[src/rsbl_pkg.sv]
// Package for the runstop button latch: item and result types, command codes,
// mode encoding and configuration register indexes. No dependencies.
`timescale 1ns / 1ps

package rsbl_pkg;

    localparam int unsigned NOW_W    = 32;
    localparam int unsigned PERIOD_W = 16;
    localparam int unsigned HOLD_W   = 16;
    localparam int unsigned CFG_IDX_W  = 2;
    localparam int unsigned CFG_DATA_W = 16;

    localparam logic [HOLD_W-1:0] HOLD_RELEASE_RESET = 16'd2000;

    typedef enum logic [1:0] {
        CMD_TICK    = 2'd0,
        CMD_TRIGGER = 2'd1,
        CMD_CLEAR   = 2'd2,
        CMD_BLINK   = 2'd3
    } cmd_t;

    typedef enum logic [CFG_IDX_W-1:0] {
        CFG_STOP_ENABLE     = 2'd0,
        CFG_HOLD_RELEASE_MS = 2'd1
    } cfg_idx_t;

    typedef enum logic [2:0] {
        MODE_IDLE    = 3'b001,
        MODE_STOPPED = 3'b010,
        MODE_HOLD    = 3'b100
    } mode_t;

    localparam logic [1:0] MODE_CODE_IDLE    = 2'd0;
    localparam logic [1:0] MODE_CODE_STOPPED = 2'd1;
    localparam logic [1:0] MODE_CODE_HOLD    = 2'd2;

    typedef struct packed {
        logic [1:0]          cmd;
        logic                button_level;
        logic [NOW_W-1:0]    now_ms;
        logic [PERIOD_W-1:0] blink_period_ms;
    } item_t;

    typedef struct packed {
        logic [1:0] mode;
        logic       stop_active;
        logic       led_on;
        logic       beep;
    } result_t;

    typedef struct packed {
        logic              stop_enable;
        logic [HOLD_W-1:0] hold_release_ms;
    } cfg_t;

    function automatic logic [1:0] mode_code(input mode_t m);
        logic [1:0] code;
        code = MODE_CODE_IDLE;
        case (m)
            MODE_STOPPED: code = MODE_CODE_STOPPED;
            MODE_HOLD:    code = MODE_CODE_HOLD;
            default:      code = MODE_CODE_IDLE;
        endcase
        return code;
    endfunction

endpackage

[src/rsbl_cmd_if.sv]
// Command channel of the runstop button latch: valid/ready with item fields.
// Depends on rsbl_pkg for field widths.
`timescale 1ns / 1ps

interface rsbl_cmd_if;
    logic                           valid;
    logic                           ready;
    logic [1:0]                     cmd;
    logic                           button_level;
    logic [rsbl_pkg::NOW_W-1:0]     now_ms;
    logic [rsbl_pkg::PERIOD_W-1:0]  blink_period_ms;

    modport source (output valid, cmd, button_level, now_ms, blink_period_ms,
                    input ready);
    modport sink   (input valid, cmd, button_level, now_ms, blink_period_ms,
                    output ready);
endinterface

[src/rsbl_res_if.sv]
// Result channel of the runstop button latch: valid/ready with result fields.
// No dependencies.
`timescale 1ns / 1ps

interface rsbl_res_if;
    logic       valid;
    logic       ready;
    logic [1:0] mode;
    logic       stop_active;
    logic       led_on;
    logic       beep;

    modport source (output valid, mode, stop_active, led_on, beep, input ready);
    modport sink   (input valid, mode, stop_active, led_on, beep, output ready);
endinterface

[src/rsbl_cfg_if.sv]
// Configuration write channel of the runstop button latch: index and data.
// Depends on rsbl_pkg for field widths.
`timescale 1ns / 1ps

interface rsbl_cfg_if;
    logic                             valid;
    logic                             ready;
    logic [rsbl_pkg::CFG_IDX_W-1:0]   index;
    logic [rsbl_pkg::CFG_DATA_W-1:0]  data;

    modport source (output valid, index, data, input ready);
    modport sink   (input valid, index, data, output ready);
endinterface

[src/rsbl_core.sv]
// Runstop state and result register: applies one item per step to the mode,
// button, trigger and LED state. Depends on rsbl_pkg.
`timescale 1ns / 1ps

module rsbl_core
(
    input  logic              clk,
    input  logic              rst_n,
    input  logic              step,
    input  rsbl_pkg::item_t   item,
    input  rsbl_pkg::cfg_t    cfg,
    output rsbl_pkg::result_t result
);

    rsbl_pkg::mode_t              mode_reg, mode_next;
    logic                         pressed_prev_reg, pressed_prev_next;
    logic                         trigger_pending_reg, trigger_pending_next;
    logic                         stop_flag_reg, stop_flag_next;
    logic                         led_state_reg, led_state_next;
    logic [rsbl_pkg::NOW_W-1:0]   last_toggle_reg, last_toggle_next;
    logic [rsbl_pkg::NOW_W-1:0]   hold_start_reg, hold_start_next;
    rsbl_pkg::result_t            result_reg, result_next;

    logic                         pressed;
    logic                         beep;
    logic [rsbl_pkg::NOW_W-1:0]   hold_elapsed;
    logic [rsbl_pkg::NOW_W-1:0]   blink_elapsed;
    logic                         hold_done;
    logic                         blink_due;

    assign pressed       = ~item.button_level;
    assign hold_elapsed  = item.now_ms - hold_start_reg;
    assign blink_elapsed = item.now_ms - last_toggle_reg;
    assign hold_done     = hold_elapsed >
                           {{(rsbl_pkg::NOW_W - rsbl_pkg::HOLD_W){1'b0}}, cfg.hold_release_ms};
    assign blink_due     = blink_elapsed >
                           {{(rsbl_pkg::NOW_W - rsbl_pkg::PERIOD_W){1'b0}}, item.blink_period_ms};

    always_comb
    begin
        mode_next            = mode_reg;
        pressed_prev_next    = pressed_prev_reg;
        trigger_pending_next = trigger_pending_reg;
        stop_flag_next       = stop_flag_reg;
        led_state_next       = led_state_reg;
        last_toggle_next     = last_toggle_reg;
        hold_start_next      = hold_start_reg;
        beep                 = 1'b0;

        case (item.cmd)
            rsbl_pkg::CMD_TICK:
            begin
                if ((!pressed_prev_reg && pressed) || trigger_pending_reg)
                begin
                    if (mode_reg == rsbl_pkg::MODE_IDLE)
                    begin
                        mode_next = rsbl_pkg::MODE_STOPPED;
                        beep      = 1'b1;
                    end
                    else if (mode_reg == rsbl_pkg::MODE_STOPPED && !trigger_pending_reg)
                    begin
                        hold_start_next = item.now_ms;
                        mode_next       = rsbl_pkg::MODE_HOLD;
                    end
                    trigger_pending_next = 1'b0;
                end
                else if (mode_reg == rsbl_pkg::MODE_HOLD)
                begin
                    if (pressed && hold_done)
                    begin
                        mode_next        = rsbl_pkg::MODE_IDLE;
                        beep             = 1'b1;
                        last_toggle_next = '0;
                    end
                    else if (!pressed)
                    begin
                        mode_next = rsbl_pkg::MODE_STOPPED;
                    end
                end
                pressed_prev_next = pressed;
                stop_flag_next    = (mode_next == rsbl_pkg::MODE_IDLE) ? 1'b0
                                                                       : cfg.stop_enable;
            end
            rsbl_pkg::CMD_TRIGGER:
            begin
                trigger_pending_next = 1'b1;
            end
            rsbl_pkg::CMD_CLEAR:
            begin
                mode_next            = rsbl_pkg::MODE_IDLE;
                stop_flag_next       = 1'b0;
                trigger_pending_next = 1'b0;
            end
            default:
            begin
                if (blink_due)
                begin
                    last_toggle_next = item.now_ms;
                    led_state_next   = ~led_state_reg;
                end
            end
        endcase

        result_next.mode        = rsbl_pkg::mode_code(mode_next);
        result_next.stop_active = stop_flag_next;
        result_next.led_on      = led_state_next;
        result_next.beep        = beep;
    end

    always_ff @(posedge clk or negedge rst_n)
    begin
        if (!rst_n)
        begin
            mode_reg            <= rsbl_pkg::MODE_IDLE;
            pressed_prev_reg    <= 1'b0;
            trigger_pending_reg <= 1'b0;
            stop_flag_reg       <= 1'b0;
            led_state_reg       <= 1'b0;
            last_toggle_reg     <= '0;
        end
        else if (step)
        begin
            mode_reg            <= mode_next;
            pressed_prev_reg    <= pressed_prev_next;
            trigger_pending_reg <= trigger_pending_next;
            stop_flag_reg       <= stop_flag_next;
            led_state_reg       <= led_state_next;
            last_toggle_reg     <= last_toggle_next;
        end
    end

    always_ff @(posedge clk)
    begin
        if (step)
        begin
            hold_start_reg <= hold_start_next;
            result_reg     <= result_next;
        end
    end

    assign result = result_reg;

endmodule

[src/runstop_button_latch.sv]
// Top level of the runstop button latch: channel handshakes, input register
// and configuration registers. Depends on rsbl_pkg, the channel interfaces
// and rsbl_core.
`timescale 1ns / 1ps

// The block takes one item per clock cycle and returns exactly one result
// item for each, in order. An accepted item goes first into the input
// register and then into the result register, with the state update done
// in a single pass between them. Both registers keep moving while the
// result side is ready, so full rate is sustained; a stall on the result
// side holds both and then drops ready on the command side. Configuration
// writes are always ready and should be made only while no item is in
// flight.
module runstop_button_latch
(
    input  logic       clk,
    input  logic       rst_n,
    rsbl_cmd_if.sink   cmd_ch,
    rsbl_res_if.source res_ch,
    rsbl_cfg_if.sink   cfg_ch
);

    logic                  in_valid_reg, in_valid_next;
    rsbl_pkg::item_t       in_item_reg;
    logic                  res_valid_reg, res_valid_next;
    rsbl_pkg::cfg_t        cfg_reg;
    rsbl_pkg::result_t     result;
    logic                  in_accept;
    logic                  advance;

    assign advance      = in_valid_reg && (!res_valid_reg || res_ch.ready);
    assign cmd_ch.ready = !in_valid_reg || advance;
    assign in_accept    = cmd_ch.valid && cmd_ch.ready;
    assign cfg_ch.ready = 1'b1;

    always_comb
    begin
        in_valid_next = in_valid_reg;
        if (in_accept)
        begin
            in_valid_next = 1'b1;
        end
        else if (advance)
        begin
            in_valid_next = 1'b0;
        end

        res_valid_next = res_valid_reg;
        if (advance)
        begin
            res_valid_next = 1'b1;
        end
        else if (res_ch.ready)
        begin
            res_valid_next = 1'b0;
        end
    end

    always_ff @(posedge clk or negedge rst_n)
    begin
        if (!rst_n)
        begin
            in_valid_reg  <= 1'b0;
            res_valid_reg <= 1'b0;
        end
        else
        begin
            in_valid_reg  <= in_valid_next;
            res_valid_reg <= res_valid_next;
        end
    end

    always_ff @(posedge clk)
    begin
        if (in_accept)
        begin
            in_item_reg.cmd             <= cmd_ch.cmd;
            in_item_reg.button_level    <= cmd_ch.button_level;
            in_item_reg.now_ms          <= cmd_ch.now_ms;
            in_item_reg.blink_period_ms <= cmd_ch.blink_period_ms;
        end
    end

    always_ff @(posedge clk or negedge rst_n)
    begin
        if (!rst_n)
        begin
            cfg_reg.stop_enable     <= 1'b0;
            cfg_reg.hold_release_ms <= rsbl_pkg::HOLD_RELEASE_RESET;
        end
        else if (cfg_ch.valid && cfg_ch.ready)
        begin
            case (cfg_ch.index)
                rsbl_pkg::CFG_STOP_ENABLE:
                begin
                    cfg_reg.stop_enable <= cfg_ch.data[0];
                end
                rsbl_pkg::CFG_HOLD_RELEASE_MS:
                begin
                    cfg_reg.hold_release_ms <= cfg_ch.data[rsbl_pkg::HOLD_W-1:0];
                end
                default:
                begin
                end
            endcase
        end
    end

    rsbl_core u_core
    (
        .clk    (clk),
        .rst_n  (rst_n),
        .step   (advance),
        .item   (in_item_reg),
        .cfg    (cfg_reg),
        .result (result)
    );

    assign res_ch.valid       = res_valid_reg;
    assign res_ch.mode        = result.mode;
    assign res_ch.stop_active = result.stop_active;
    assign res_ch.led_on      = result.led_on;
    assign res_ch.beep        = result.beep;

endmodule
[src/flat_wrapper.sv]
// flat-port wrapper written by rule: the top's interface ports become plain ports
module runstop_button_latch_flat 
  (clk, rst_n, cmd_ch_valid, cmd_ch_cmd, cmd_ch_button_level, cmd_ch_now_ms, cmd_ch_blink_period_ms, cmd_ch_ready, res_ch_valid, res_ch_mode, res_ch_stop_active, res_ch_led_on, res_ch_beep, res_ch_ready, cfg_ch_valid, cfg_ch_index, cfg_ch_data, cfg_ch_ready);
  rsbl_cmd_if cmd_ch_i ();
  rsbl_res_if res_ch_i ();
  rsbl_cfg_if cfg_ch_i ();
  input  logic clk;
  input  logic rst_n;
  input wire logic [$bits(cmd_ch_i.valid)-1:0] cmd_ch_valid;
  input wire logic [$bits(cmd_ch_i.cmd)-1:0] cmd_ch_cmd;
  input wire logic [$bits(cmd_ch_i.button_level)-1:0] cmd_ch_button_level;
  input wire logic [$bits(cmd_ch_i.now_ms)-1:0] cmd_ch_now_ms;
  input wire logic [$bits(cmd_ch_i.blink_period_ms)-1:0] cmd_ch_blink_period_ms;
  output wire logic [$bits(cmd_ch_i.ready)-1:0] cmd_ch_ready;
  output wire logic [$bits(res_ch_i.valid)-1:0] res_ch_valid;
  output wire logic [$bits(res_ch_i.mode)-1:0] res_ch_mode;
  output wire logic [$bits(res_ch_i.stop_active)-1:0] res_ch_stop_active;
  output wire logic [$bits(res_ch_i.led_on)-1:0] res_ch_led_on;
  output wire logic [$bits(res_ch_i.beep)-1:0] res_ch_beep;
  input wire logic [$bits(res_ch_i.ready)-1:0] res_ch_ready;
  input wire logic [$bits(cfg_ch_i.valid)-1:0] cfg_ch_valid;
  input wire logic [$bits(cfg_ch_i.index)-1:0] cfg_ch_index;
  input wire logic [$bits(cfg_ch_i.data)-1:0] cfg_ch_data;
  output wire logic [$bits(cfg_ch_i.ready)-1:0] cfg_ch_ready;
  assign cmd_ch_i.valid = cmd_ch_valid;
  assign cmd_ch_i.cmd = cmd_ch_cmd;
  assign cmd_ch_i.button_level = cmd_ch_button_level;
  assign cmd_ch_i.now_ms = cmd_ch_now_ms;
  assign cmd_ch_i.blink_period_ms = cmd_ch_blink_period_ms;
  assign cmd_ch_ready = cmd_ch_i.ready;
  assign res_ch_valid = res_ch_i.valid;
  assign res_ch_mode = res_ch_i.mode;
  assign res_ch_stop_active = res_ch_i.stop_active;
  assign res_ch_led_on = res_ch_i.led_on;
  assign res_ch_beep = res_ch_i.beep;
  assign res_ch_i.ready = res_ch_ready;
  assign cfg_ch_i.valid = cfg_ch_valid;
  assign cfg_ch_i.index = cfg_ch_index;
  assign cfg_ch_i.data = cfg_ch_data;
  assign cfg_ch_ready = cfg_ch_i.ready;
  runstop_button_latch u_core (.clk(clk), .rst_n(rst_n), .cmd_ch(cmd_ch_i), .res_ch(res_ch_i), .cfg_ch(cfg_ch_i));
endmodule
[config.mk]
export PLATFORM = sky130hd
export DESIGN_NAME = runstop_button_latch_flat
export DESIGN_NICKNAME = d
export VERILOG_FILES = /design/src/rsbl_pkg.sv /design/src/rsbl_cmd_if.sv /design/src/rsbl_res_if.sv /design/src/rsbl_cfg_if.sv /design/src/rsbl_core.sv /design/src/runstop_button_latch.sv /design/src/flat_wrapper.sv
export SDC_FILE = /design/constraint.sdc
export NUM_CORES = 1
export LEC_CHECK = 0
export ABC_CLOCK_PERIOD_IN_PS = 5800
export BUFFER_PORTS_ARGS = -buffer_cell sky130_fd_sc_hd__buf_2
export CAP_MARGIN = 40
export CORE_MARGIN = 1
export CORE_UTILIZATION = 55
export DETAILED_ROUTE_END_ITERATION = 7
export HOLD_SLACK_MARGIN = 0.1
export PLACE_DENSITY = 0.85
export SLEW_MARGIN = 10
export SYNTH_ARGS = -nofsm -noshare
export SYNTH_HDL_FRONTEND = slang
export SYNTH_SLANG_ARGS = --single-unit
[constraint.sdc]
create_clock -name clk -period 5.8 [get_ports clk]
set_input_delay 1.16 -clock clk [delete_from_list [all_inputs] [get_ports clk]]
set_output_delay 1.16 -clock clk [all_outputs]
set_load 0.01 [all_outputs]
After elaboration in Yosys (flattened, before gate mapping)
Cells that the tools add are included.
{ "totals": {"regBits": 146, "word_cells": 94, "input_bits": 74} }
{ "op_classes": {"addsub": 2, "n_reduce_logical": 26, "order_cmp": 2, "bitwise_logic": 4, "mux": 28, "n_eq_ne": 13} }
{ "op_table": {"columns": ["op", "n"], "rows": [
  ["2-to-1 mux 32 bit", 4],
  ["> comparator 32 x 16 -> 1 bit", 2],
  ["case mux 32 bit (2 select lines)", 1],
  ["subtractor 32 bit", 2],
  ["2-to-1 mux 3 bit", 7],
  ["2-to-1 mux 1 bit", 12],
  ["!= test 2 bit, second input constant", 4],
  ["== test 3 x 1 -> 1 bit, second input constant", 2],
  ["== test 3 x 2 -> 1 bit, second input constant", 2],
  ["== test 3 bit, second input constant", 2],
  ["case mux 3 bit (2 select lines)", 1],
  ["AND reduction 2 bit", 3],
  ["AND reduction 6 bit", 1],
  ["nonzero test 2 bit", 3],
  ["logical AND 1 bit", 5],
  ["AND reduction 5 bit", 1],
  ["== test 2 x 1 -> 1 bit, second input constant", 2],
  ["zero test 1 bit", 4],
  ["zero test 2 bit", 2],
  ["inverter 1 bit", 4],
  ["case mux 2 bit (2 select lines)", 1],
  ["logical OR 1 bit", 3],
  ["case mux 1 bit (3 select lines)", 1],
  ["AND reduction 3 bit", 1],
  ["other kinds (5)", 5]
]} }

Logic depth before layout (Yosys ltp)
Gate-level depths: netlist of the first run.
{ "logic_depth": {"depth_word": 10, "depth_mapped": 24, "mapped_depth_nobuf": 22} }

Modules after synthesis
From an unflattened synthesis of the first run, not the netlist that was laid out.
{ "unflattened": {"hier_cells": 1059, "hier_area_um2": 10331.2} }
{ "modules_own_cells": {"columns": ["module", "instances", "cells_each", "seq_area_each_um2", "area_each_um2"], "rows": [
  ["rsbl_core", 1, 961, 2088.3, 7998.9],
  ["runstop_button_latch", 1, 98, 2014.4, 2332.2]
]} }

Least setup slack after synthesis of the first run
No wires, ideal clock.
{ "synth_timing": {"path_type": "in2reg", "start": "input res_ch_ready", "end": "register u_core.u_core.hold_start_reg[0] (netlist name) (enable)", "slack_ns": 0.075, "setup_time_ns": 0.513, "required_time_ns": 5.287, "cell_stages": 5, "t_arrival_ns": 5.212, "cell_sequence": "nand2b_1 nand2_1 inv_1 nand2_1 nor4b_1"} }
{ "synth_between": {"elab_chain_len": 3} }
{ "synth_rtl": {"columns": ["item", "line", "rtl"], "rows": [
  ["start: declaration", "flat_wrapper.sv:20", "input wire logic [$bits(res_ch_i.ready)-1:0] res_ch_ready;"],
  ["logical OR 1 bit", "runstop_button_latch.sv:31", "assign advance = in_valid_reg && (!res_valid_reg || res_ch.ready);"],
  ["logical AND 1 bit", "runstop_button_latch.sv:31", null],
  ["via u_core.advance", "runstop_button_latch.sv:29", "logic advance;"],
  ["AND reduction 5 bit (no line)", null, null],
  ["end signal: assignment", "rsbl_core.sv:136", "hold_start_reg <= hold_start_next;"],
  ["end: declaration", "rsbl_core.sv:21", "logic [rsbl_pkg::NOW_W-1:0] hold_start_reg, hold_start_next;"]
]} }
The timed path passes the listed nets, and every way through them passes these cells.
A chain may end at the register's enable or synchronous reset.

Worst setup path in the final report of the first run
{ "layout_timing": {"start": "register u_core.in_item_reg[17] (netlist name)", "end": "register u_core.u_core.last_toggle_reg[8] (netlist name)"} }
{ "layout_between": {"elab_chain_len": 5, "elab_cells_between_ends": 8} }
{ "layout_rtl": {"columns": ["item", "line", "rtl"], "rows": [
  ["start: declaration", "runstop_button_latch.sv:24", "rsbl_pkg::item_t in_item_reg;"],
  ["subtractor 32 bit", "rsbl_core.sv:32", "assign hold_elapsed = item.now_ms - hold_start_reg;"],
  ["> comparator 32 x 16 -> 1 bit", "rsbl_core.sv:34", "assign hold_done = hold_elapsed >"],
  ["logical AND 1 bit", "rsbl_core.sv:69", "if (pressed && hold_done)"],
  ["!= test 2 bit (no line)", null, null],
  ["AND reduction 6 bit (no line) (*)", null, null],
  ["end signal: assignment", "rsbl_core.sv:128", "last_toggle_reg <= last_toggle_next;"],
  ["end: declaration", "rsbl_core.sv:20", "logic [rsbl_pkg::NOW_W-1:0] last_toggle_reg, last_toggle_next;"]
]} }
Mark *: on every way between the ends. The rest lies on a longest branch, timed or not.

==> summary.txt, run 1 <==
Status
  • Status: completed

Yosys
  • Synth cell types: 89
  • Area share of the leading cell type in the synthesized netlist: 25.3%
  • Cells after Synth: 1051
  • Async S/R FF share, synth: 39.7%
  • Simple-Gate Fraction of Synth Area: 13.8%
  • Post-synthesis mux area share: 2.24%
  • Post-synth top area cell: edfxtp_1
  • Mean Syn Cell Area: 9.92 sq um
  • Largest family of logic cells by synthesized area: compound AO/OA/AOI/OAI gates
  • Synth Area in Adders: 12.1%
  • Flops & latches, synth: 146
  • Area of the mapped netlist: 10400 sq um
  • Compound-Gate Fraction of Synth Area: 22.6%
  • Top FF cell, synth: edfxtp_1
  • Syn Nets: 1225
  • Ys Warns: 0
  • Part of the Yosys area used for sequential elements: 39.3%
  • Post-synth EDFFs: 88
  • Synth Area in XOR/XNOR: 3.78%
  • Synth area leaders: edfxtp_1 (25%), dfrtp_1 (12%), ha_1 (12%)

Power and ir drop
  • P_leak: 4.97 nW
  • PD cells: 340 nW/um^2
  • Worst VDD drop: 0.000208 V

CTS
  • Post-CTS Setup Inserts: 0
  • Clock latency on the worst-skew pair: 0.43 ns
  • CTS tree: done
  • Worst-path clk slew: 0.06 ns
  • # hold bufs at CTS: 0
  • Post-cts sizing count: 0
  • H-tree depth: 4
  • Clock buffer count from CTS: 17
  • Root buf cell: clkbuf_16
  • Clk sink count: 146
  • Clock Path Buffers: 2

Hold path
  • Worst hold stages: 0
  • Hold Path Class: reg2reg
  • Worst Hold Launch: u_core.in_item_reg[16]
  • Hold Path Sink: u_core.u_core.hold_start_reg[0]

Floorplan
  • I/O Pins: 82
  • DIE AREA: 19500 sq um
  • Starting Density: 57.1%
  • Chip width: 140 um
  • FP Rows: 49
  • Core Area: 18300 sq um
  • Die height: 140 um

Critical path
  • Reg2Reg Setup Slack: 0.56 ns
  • Critical path type: reg2reg
  • Worst path cell trace: ha_1, nor2b_1, o2111ai_2, a211o_2, o21ai_0, xor2_1, ha_1, a21o_1, a21o_1, a2111oi_0, a22oi_1, a2111oi_4, nand4_4, nor3_4, nor4_4, buf_4, o31ai_2
  • Top delay family on crit path: compound AO/OA/AOI/OAI gates
  • CP arrival: 5.57 ns
  • Crit path max fanout: 32
  • Worst path buffer plus inverter count: 1
  • Setup crit end kind: flop
  • R2R depth: 17
  • Worst reg2reg endpoint: u_core.u_core.last_toggle_reg[8]
  • Max stage delay on crit path: 0.51 ns
  • R2r startpoint: u_core.in_item_reg[17]
  • Worst EP required: 6.13 ns
  • Startpoint Class: flop
  • CP max-delay cell: edfxtp_1

Detailed routing
  • DRC: 0
  • Routed WL: 23500 um
  • Final ANT Viol Nets: 0
  • Pre-antenna DRT Iters: 5
  • Vias: 8331
  • Vias per inst: 6.10
  • Wire length per cell: 17.2 um
  • Iteration-0 DRC Markers: 691

Placement
  • HPWL after DPL: 17500 um
  • Final Wtd Congestion: 0.988
  • PortBufs: 80

STA
  • Final Hold Fails: 0
  • Crit share post-route: 90.3%
  • Clk_skew: 0.00980 ns
  • Setup TNS: 0 ns
  • Relative slew margins: 48.9%
  • RSZ-0062 raised after global routing: false
  • Max-slew violations: 0
  • Worst slew pin tran: 0.767 ns
  • F_max: 191 MHz
  • Count of final setup violators: 0
  • Min Tclk post-route: 5.24 ns

Final layout
  • Final net count: 1298
  • Max reg flops: 51
  • Syn-to-layout area delta: 11.5%
  • Share of layout cells above drive strength 1: 18.6%
  • Diodes inserted: 0
  • Fin util: 63.6%

Global routing
  • GRT Resource Usage Total: 25.0%
  • Total gr overflow: 0
  • First-pass GRT wire length: 38900 um
  • Vias in the first global route: 7946
  • Pin count of the biggest net entering global routing: 59
  • Antenna violations before repair: 0

Job
  • # Max-Cap Violations: 0
==> final cells by class <==
| type | count | area (sq um) |
|---|---|---|
| fill | 1480 | 6640 |
| clock buffer | 21 | 472 |
| sequential | 146 | 4100 |
| timing repair buffer | 88 | 473 |
| tap | 229 | 287 |
| inverter | 122 | 458 |
| multi-input combinational | 749 | 5710 |
| clock inverter | 10 | 125 |
==> cells in the mapped netlist, types with 5 or more instances <==
cell type / number
o211ai_1: 24
o21bai_1: 5
o31ai_1: 5
and3_1: 5
a211oi_1: 11
o21a_1: 15
dfstp_2: 7
nor3_1: 15
nand2b_1: 8
and2_1: 7
or3_1: 11
nand3_1: 48
nand4_1: 21
nor4_1: 7
a21o_1: 23
a21oi_2: 7
clkbuf_1: 19
a21oi_1: 73
nor2b_1: 8
dfrtp_1: 51
a21boi_0: 5
xor2_1: 16
o31ai_2: 28
inv_1: 122
o21ai_0: 45
edfxtp_1: 88
o21ai_1: 5
nand2_1: 61
mux2_2: 19
a31oi_1: 9
nor2_1: 59
buf_2: 7
ha_1: 98
xnor2_1: 29
o31a_1: 5
==> kinds of logic after synthesis <==
| logic type | Yosys count |
|---|---|
| AND/OR/NAND/NOR | 272 |
| flip-flops | 146 |
| AO/OA/AOI/OAI | 310 |
| buffers and inverters | 156 |
| multiplexers | 21 |
| adder cells (fa/ha/maj) | 100 |
| other | 1 |
| XOR/XNOR | 45 |
==> per-stage QoR <==
stage / setup WS, ns / area (sq um) / hold WS (ns) / instances / power, mW
final: 0.563 / 11600 / 0.487 / 1365 / 3.95
after detailed placement: 0.660 / 11000 / 0.477 / 1334 / 2.82
after global routing: 0.104 / 11600 / 0.505 / 1365 / 4.18
after CTS: 0.622 / 11600 / 0.487 / 1365 / 3.94
after global placement: 0.700 / 11000 / 0.456 / 1333 / 2.76
after floorplan: 0.0746 / 10400 / 0.450 / 1051 / 2.48
==> power breakdown <==
group          switching, mW  internal (mW)
clock                  0.440          0.672
sequential            0.0857           1.25
combinational          0.855          0.642
==> per-layer routing <==
metal / global-route usage, % / vias up / routed length [um]
met5: 0 / - / 0
met4: 10.4 / 0 / 682
met2: 41.2 / 262 / 11200
met3: 4.06 / 54 / 1140
met1: 32.6 / 3997 / 10500
li1: - / 4018 / -
==> how the worst max path moves through the flow <==
stage | endpoint | startpoint | depth (start not counted) | slack (ns)
final | u_core.u_core.last_toggle_reg[8] | u_core.in_item_reg[17] | 17 | 0.56
after global routing | u_core.u_core.last_toggle_reg[8] | u_core.in_item_reg[16] | 23 | 0.10
after CTS | u_core.u_core.last_toggle_reg[8] | u_core.in_item_reg[16] | 23 | 0.62
after detailed placement | u_core.u_core.last_toggle_reg[29] | u_core.in_item_reg[17] | 17 | 0.66
after global placement | u_core.u_core.last_toggle_reg[30] | u_core.in_item_reg[16] | 22 | 0.70
after floorplan | u_core.u_core.hold_start_reg[0] | res_ch_ready | 5 | 0.07
==> cells in the final DEF (no fill, tap or decap), types with 7 or more instances in the layout <==
cell type	count
buf_4	7
xor2_1	16
clkbuf_16	18
o21ai_0	45
a211oi_1	11
ha_1	98
o211ai_1	24
edfxtp_1	88
dfstp_2	7
nand3_1	48
a21oi_2	7
xnor2_1	29
nand2b_1	8
a21oi_1	73
a21o_1	23
buf_2	80
a31oi_1	9
inv_1	122
dfrtp_1	51
nor2b_1	8
nand2_1	61
nand4_1	21
o21a_1	15
or3_1	11
nor2_1	59
nor3_1	14
o31ai_2	28
nor4_1	7
mux2_2	19
Note: power is estimated with default switching activity, not from simulation.
==> run 2: changes to the inputs <==
- RECOVER_POWER: default -> 50
==> run 2 against run 1 <==
The run now ends with capacitance limit, slew limit left. Die area unchanged. Sequential share of layout area about the same. Largest power group unchanged. Setup slack worse by 0.0092 ns. First-iteration DRC count rose by 0.29%. Final area about the same. Hold slack about the same. Largest cell class unchanged. Final cell count stayed put. Maximum frequency down 0.17%. Non-clock buffer count stayed put. Highest routed layer unchanged.
==> summary.txt, run 2 (synthesis results as in run 1) <==
CTS
  • # hold bufs at CTS: 0 (unchanged)
  • H-tree depth: 4 (unchanged)
  • CTS tree: done
  • Worst-path clk slew: 0.06 ns (about the same)
  • Post-CTS Setup Inserts: 0 (unchanged)
  • Clock latency on the worst-skew pair: 0.43 ns (about the same)
  • Root buf cell: clkbuf_16
  • Post-cts sizing count: 0 (unchanged)
  • Clock Path Buffers: 2 (unchanged)
  • Clk sink count: 146 (unchanged)
  • Clock buffer count from CTS: 17 (unchanged)

STA
  • Worst slew pin tran: 3.22 ns (+2.46 ns)
  • Clk_skew: 0.00947 ns (-0.000331 ns)
  • Max-slew violations: 59 (+59)
  • Relative slew margins: -115% (-160 points)
  • Final Hold Fails: 0 (unchanged)
  • Count of final setup violators: 0 (unchanged)
  • RSZ-0062 raised after global routing: false
  • Crit share post-route: 90.5% (+0.16 points)
  • Setup TNS: 0 ns (unchanged)
  • Min Tclk post-route: 5.25 ns (+0.00918 ns)
  • F_max: 191 MHz (-0.17%)

Detailed routing
  • Vias per inst: 6.10 (about the same)
  • Wire length per cell: 17.2 um (-0.19%)
  • Vias: 8327 (-0.048%)
  • Final ANT Viol Nets: 0 (unchanged)
  • Pre-antenna DRT Iters: 6 (+1)
  • DRC: 0 (unchanged)
  • Routed WL: 23500 um (-0.19%)
  • Iteration-0 DRC Markers: 693 (+0.29%)

Final layout
  • Syn-to-layout area delta: 11.4% (about the same)
  • Share of layout cells above drive strength 1: 18.2% (-0.35 points)
  • Post-route cell area: 11600 sq um (about the same)
  • Finished Layout Cells: 1365 (unchanged)
  • Most common cell after layout, fill and taps aside: inv_1
  • Most frequent cells in the layout: inv_1 (122), ha_1 (98), edfxtp_1 (88)
  • Diodes inserted: 0 (unchanged)
  • Final net count: 1298 (unchanged)
  • Max reg flops: 51 (unchanged)

Critical path
  • CP arrival: 5.58 ns (about the same)
  • Critical path type: reg2reg
  • Crit path max fanout: 32 (unchanged)
  • Top delay family on crit path: compound AO/OA/AOI/OAI gates
  • CP max-delay cell: edfxtp_1
  • Worst path cell trace: ha_1, nor2b_1, o2111ai_2, a211o_2, o21ai_0, xor2_1, ha_1, a21o_1, a21o_1, a2111oi_0, a22oi_1, a2111oi_4, nand4_4, nor3_4, nor4_4, buf_4, o31ai_2
  • Max stage delay on crit path: 0.51 ns (about the same)
  • Setup crit end kind: flop
  • Startpoint Class: flop
  • Reg2Reg Setup Slack: 0.55 ns (about the same)
  • Worst EP required: 6.13 ns (about the same)
  • R2r startpoint: u_core.in_item_reg[17]
  • Crit path from: u_core.in_item_reg[17]
  • Worst path buffer plus inverter count: 1 (unchanged)

Global routing
  • Vias in the first global route: 7946 (unchanged)
  • First-pass GRT wire length: 38900 um (unchanged)
  • Antenna violations before repair: 0 (unchanged)
  • Total gr overflow: 0 (unchanged)
  • Pin count of the biggest net entering global routing: 59 (unchanged)
  • GRT Resource Usage Total: 25.0% (unchanged)

Floorplan
  • Die height: 140 um (unchanged)
  • DIE AREA: 19500 sq um (unchanged)
  • Core Area: 18300 sq um (unchanged)
  • FP Rows: 49 (unchanged)
  • Starting Density: 57.1% (unchanged)
  • Chip width: 140 um (unchanged)
  • I/O Pins: 82 (unchanged)

Status
  • Status: finished, violations left
  • Failing checks: capacitance limit, slew limit

Job
  • # Max-Cap Violations: 1 (+1)

Placement
  • Placed Cells: 1334 (unchanged)
  • Final Wtd Congestion: 0.988 (unchanged)
  • HPWL after DPL: 17500 um (unchanged)
  • Placed inst area: 11000 sq um (unchanged)
  • PortBufs: 80 (unchanged)

Power and ir drop
  • P_leak: 4.95 nW (-0.24%)
  • Worst VDD drop: 0.000207 V (-0.49%)
  • PD cells: 340 nW/um^2 (about the same)
  • Total power: 3.95 mW (about the same)

Hold path
  • Worst Hold Launch: u_core.in_item_reg[16]
  • Hold Path Class: reg2reg
run 2: cell count changes in the layout (fill, tap and decap cells not counted), sizes merged:
cell,delta
clkbuf,+4
buf,-4
run 2: layout make-up:
cell class | instances | area (sq um)
clock buffers | 21 | 472
clock inverters | 10 | 125
fillers | 1480 | 6650
inverters | 122 | 458
multi-input cells | 749 | 5710
flip-flops and latches | 146 | 4100
well taps | 229 | 287
repair buffers | 88 | 465
run 2: worst reg2reg max path, stage by stage (launching register included):
cell and delay [ns]:
edfxtp_1 0.51, ha_1 0.32, nor2b_1 0.22, o2111ai_2 0.19, a211o_2 0.40, o21ai_0 0.44
xor2_1 0.24, ha_1 0.28, a21o_1 0.17, a21o_1 0.16, a2111oi_0 0.38, a22oi_1 0.20
a2111oi_4 0.45, nand4_4 0.19, nor3_4 0.32, nor4_4 0.07, buf_4 0.29, o31ai_2 0.30
run 2: path summary, 6_finish.rpt:
path | to | cells past startpoint
worst max-delay path | u_core.u_core.last_toggle_reg[8] | 17
worst min-delay path | u_core.u_core.hold_start_reg[0] | 0
worst min register to register | u_core.u_core.hold_start_reg[0] | 0
worst max register to register | u_core.u_core.last_toggle_reg[8] | 17
min in group asynchronous | u_core.u_core.last_toggle_reg[4] | 2
max in group asynchronous | u_core.u_core.pressed_prev_reg | 2
run 2: through the flow:
step                      utilization, %  setup slack, ns  hold slack, ns
after floorplan                        -           0.0746           0.450
after global placement              60.3            0.700           0.456
after detailed placement            60.4            0.660           0.477
after CTS                           63.6            0.622           0.487
after global routing                63.6            0.104           0.505
final                               63.6            0.554           0.487
run 2: metal layers:
| metal | wire (um) | global-route usage, % |
|---|---|---|
| met1 | 10400 | 32.6 |
| met2 | 11200 | 41.2 |
| met3 | 1160 | 4.06 |
| met4 | 697 | 10.4 |
| met5 | 0 | 0 |
run 2: report_power, final:
part / total (mW) / leakage, nW / internal [mW] / switching (mW)
Combinational: 1.50 / 3.15 / 0.641 / 0.854
Clock: 1.11 / 0.286 / 0.672 / 0.439
Sequential: 1.34 / 1.52 / 1.25 / 0.0848
==> run 3: changes to the inputs <==
- REMOVE_ABC_BUFFERS: default -> 1
==> run 3 against run 2 <==
The flow still finishes with violations (capacitance limit, slew limit). Non-clock buffer count unchanged. Via count rose by 0.68%. Global-route usage increased by 0.86 points. First-iteration DRC count up 11%. Combinational power is essentially flat. Count of clock-buffer cells in the layout did not move. Maximum frequency down 0.87%. Clock skew grew 0.0033 ns. Critical path type unchanged. Critical endpoint is now u_core.u_core.last_toggle_reg[30]. Largest cell class unchanged. Highest routed layer unchanged.
==> summary.txt, run 3 (synthesis results as in run 1) <==
Detailed routing
  • Pre-antenna DRT Iters: 5 (-1)
  • Highest metal used: met4
  • Met3 WL: 1340 um (+16%)
  • Met1 WL: 10600 um (+1.2%)
  • Vias: 8384 (+0.68%)
  • Routed WL: 24000 um (+2.4%)
  • Final ANT Viol Nets: 0 (unchanged)
  • Vias per inst: 6.14 (+0.61%)
  • Met2 WL: 11800 um (+5.1%)
  • DRC: 0 (unchanged)
  • Iteration-0 DRC Markers: 772 (+11%)
  • Wire length per cell: 17.6 um (+2.3%)

CTS
  • CTS tree: done
  • Clock buffer count from CTS: 17 (unchanged)
  • Worst-path clk slew: 0.07 ns (about the same)
  • Root buf cell: clkbuf_16
  • H-tree depth: 4 (unchanged)
  • Post-CTS Setup Inserts: 0 (unchanged)
  • # hold bufs at CTS: 0 (unchanged)
  • Post-cts sizing count: 0 (unchanged)
  • Clk sink count: 146 (unchanged)
  • Clock Path Buffers: 2 (unchanged)
  • Clock latency on the worst-skew pair: 0.43 ns (about the same)

Final layout
  • Share of layout cells above drive strength 1: 18.7% (+0.51 points)
  • Max reg flops: 51 (unchanged)
  • Most frequent cells in the layout: inv_1 (122), ha_1 (98), edfxtp_1 (88)
  • Diodes inserted: 0 (unchanged)
  • Most common cell after layout, fill and taps aside: inv_1
  • Syn-to-layout area delta: 12.0%
  • Final net count: 1298 (unchanged)
  • Fillers: 1436 (-3.0%)
  • Post-route cell area: 11700 sq um (+0.51%)

Status
  • Failing checks: capacitance limit, slew limit
  • Status: finished, violations left

Floorplan
  • I/O Pins: 82 (unchanged)
  • Starting Density: 57.1% (unchanged)
  • DIE AREA: 19500 sq um (unchanged)
  • Die height: 140 um (unchanged)
  • Core Area: 18300 sq um (unchanged)
  • Chip width: 140 um (unchanged)
  • FP Rows: 49 (unchanged)

Power and ir drop
  • Total power: 4.04 mW (+2.5%)
  • Worst VDD drop: 0.000211 V (+2.3%)
  • Psw: 1.40 mW (+1.8%)
  • Fraction of power consumed by combinational cells: 37.0% (-0.9 points)
  • PD cells: 346 nW/um^2 (+1.9%)
  • Clk pwr share: 29.8% (+1.6 points)
  • Internal: 2.64 mW (+2.8%)
  • Sequential share of power: 33.2% (-0.7 points)
  • Switching share of power: 34.7% (-0.21 points)
  • P_leak: 5.00 nW (+0.85%)

STA
  • Clk_skew: 0.0127 ns (+0.00326 ns)
  • Relative slew margins: -114% (+0.68 points)
  • RSZ-0062 raised after global routing: false
  • F_max: 189 MHz (-0.87%)
  • Worst slew pin tran: 3.21 ns (-0.0102 ns)
  • Max-slew violations: 59 (unchanged)
  • WHS: 0.515 ns (+0.0282 ns)
  • Crit share post-route: 91.2% (+0.79 points)
  • Count of final setup violators: 0 (unchanged)
  • Setup TNS: 0 ns (unchanged)
  • Final Hold Fails: 0 (unchanged)
  • Min Tclk post-route: 5.29 ns (+0.0458 ns)
  • Worst setup margin: 0.508 ns (-0.0458 ns)

Global routing
  • Total gr overflow: 0 (unchanged)
  • Pin count of the biggest net entering global routing: 59 (unchanged)
  • GRT Resource Usage Total: 25.8% (+0.86 points)
  • First-pass GRT wire length: 39900 um (+2.7%)
  • Antenna violations before repair: 0 (unchanged)
  • Vias in the first global route: 8120 (+2.2%)

Critical path
  • Worst path cell trace: ha_1, nor2b_1, o2111ai_2, a211o_2, o21ai_0, xor2_1, ha_1, a21o_1, a21o_1, a2111oi_0, a22oi_1, a2111oi_4, nand4_4, nor3_4, nor4_4, buf_4, o31ai_1
  • CP arrival: 5.61 ns (+0.03 ns)
  • Critical path type: reg2reg
  • Setup crit end kind: flop
  • Max stage delay on crit path: 0.51 ns (about the same)
  • Startpoint Class: flop
  • CP max-delay cell: edfxtp_1
  • Worst EP required: 6.12 ns (about the same)
  • Crit path max fanout: 32 (unchanged)

Hold path
  • Hold Path Class: reg2reg

Placement
  • Pre-CTS setup slack: 0.573 ns (-0.0878 ns)
  • HPWL after DPL: 17700 um (+1.1%)
  • PortBufs: 80 (unchanged)
  • Placed inst area: 11000 sq um (unchanged)
  • Final Wtd Congestion: 0.951 (-3.7%)

Job
  • # Max-Cap Violations: 1 (unchanged)
run 3: changes by cell type in the layout (fill, tap and decap cells not counted), sizes merged:
cell	previous run	this run
buf	84	87
clkbuf	25	22
inv	125	127
bufinv	2	3
clkinv	3	2
clkinvlp	2	1
run 3: stage by stage:
stage	instances	util (%)
3_5_place_dp	1334	60.4
6_report	1366	63.9
3_3_place_gp	1333	60.3
5_1_grt	1366	63.9
4_1_cts	1366	63.9
2_1_floorplan	1017	-
run 3: worst paths after layout:
check / depth (start not counted) / startpoint / slack (ns) / to
worst max-delay path: 17 / u_core.in_item_reg[17] / 0.51 / u_core.u_core.last_toggle_reg[30]
worst min-delay path: 1 / u_core.cfg_reg[2] / 0.52 / u_core.cfg_reg[2]
worst max register to register: 17 / u_core.in_item_reg[17] / 0.51 / u_core.u_core.last_toggle_reg[30]
worst min register to register: 1 / u_core.cfg_reg[2] / 0.52 / u_core.cfg_reg[2]
max in group asynchronous: 2 / rst_n / 2.09 / u_core.u_core.mode_reg[1]
min in group asynchronous: 2 / rst_n / 1.89 / u_core.u_core.last_toggle_reg[4]
run 3: area by class of cell:
type                       count  area, sq um  area share (%)
clock buffer                  21          492            4.21
clock inverter                11          160            1.37
inverter                     122          458            3.92
multi-input combinational    749         5710            48.9
sequential                   146         4100            35.1
tap                          229          287            2.45
timing repair buffer          88          469            4.02
run 3: routing by layer:
layer	vias to the layer above	global-route usage [%]
met5	-	0
met4	0	8.79
met3	38	4.40
met2	304	43.4
met1	4017	33.7
li1	4025	-
run 3: worst max-delay path, delay by kind of cell (launching register included):
family          cells  cell delay [ns]
compound gates      9             2.72
xor+xnor            1             0.23
fa+ha+maj           2             0.59
buf+inv             1             0.29
flops               1             0.51
simple gates        4             0.81
run 3: power by group through the flow:
stage	clock network, mW	logic [mW]	registers [mW]
2_1_floorplan	0	1.15	1.33
3_3_place_gp	0	1.42	1.35
3_5_place_dp	0	1.46	1.36
4_1_cts	1.22	1.48	1.34
5_1_grt	1.26	1.67	1.36
6_report	1.20	1.49	1.34
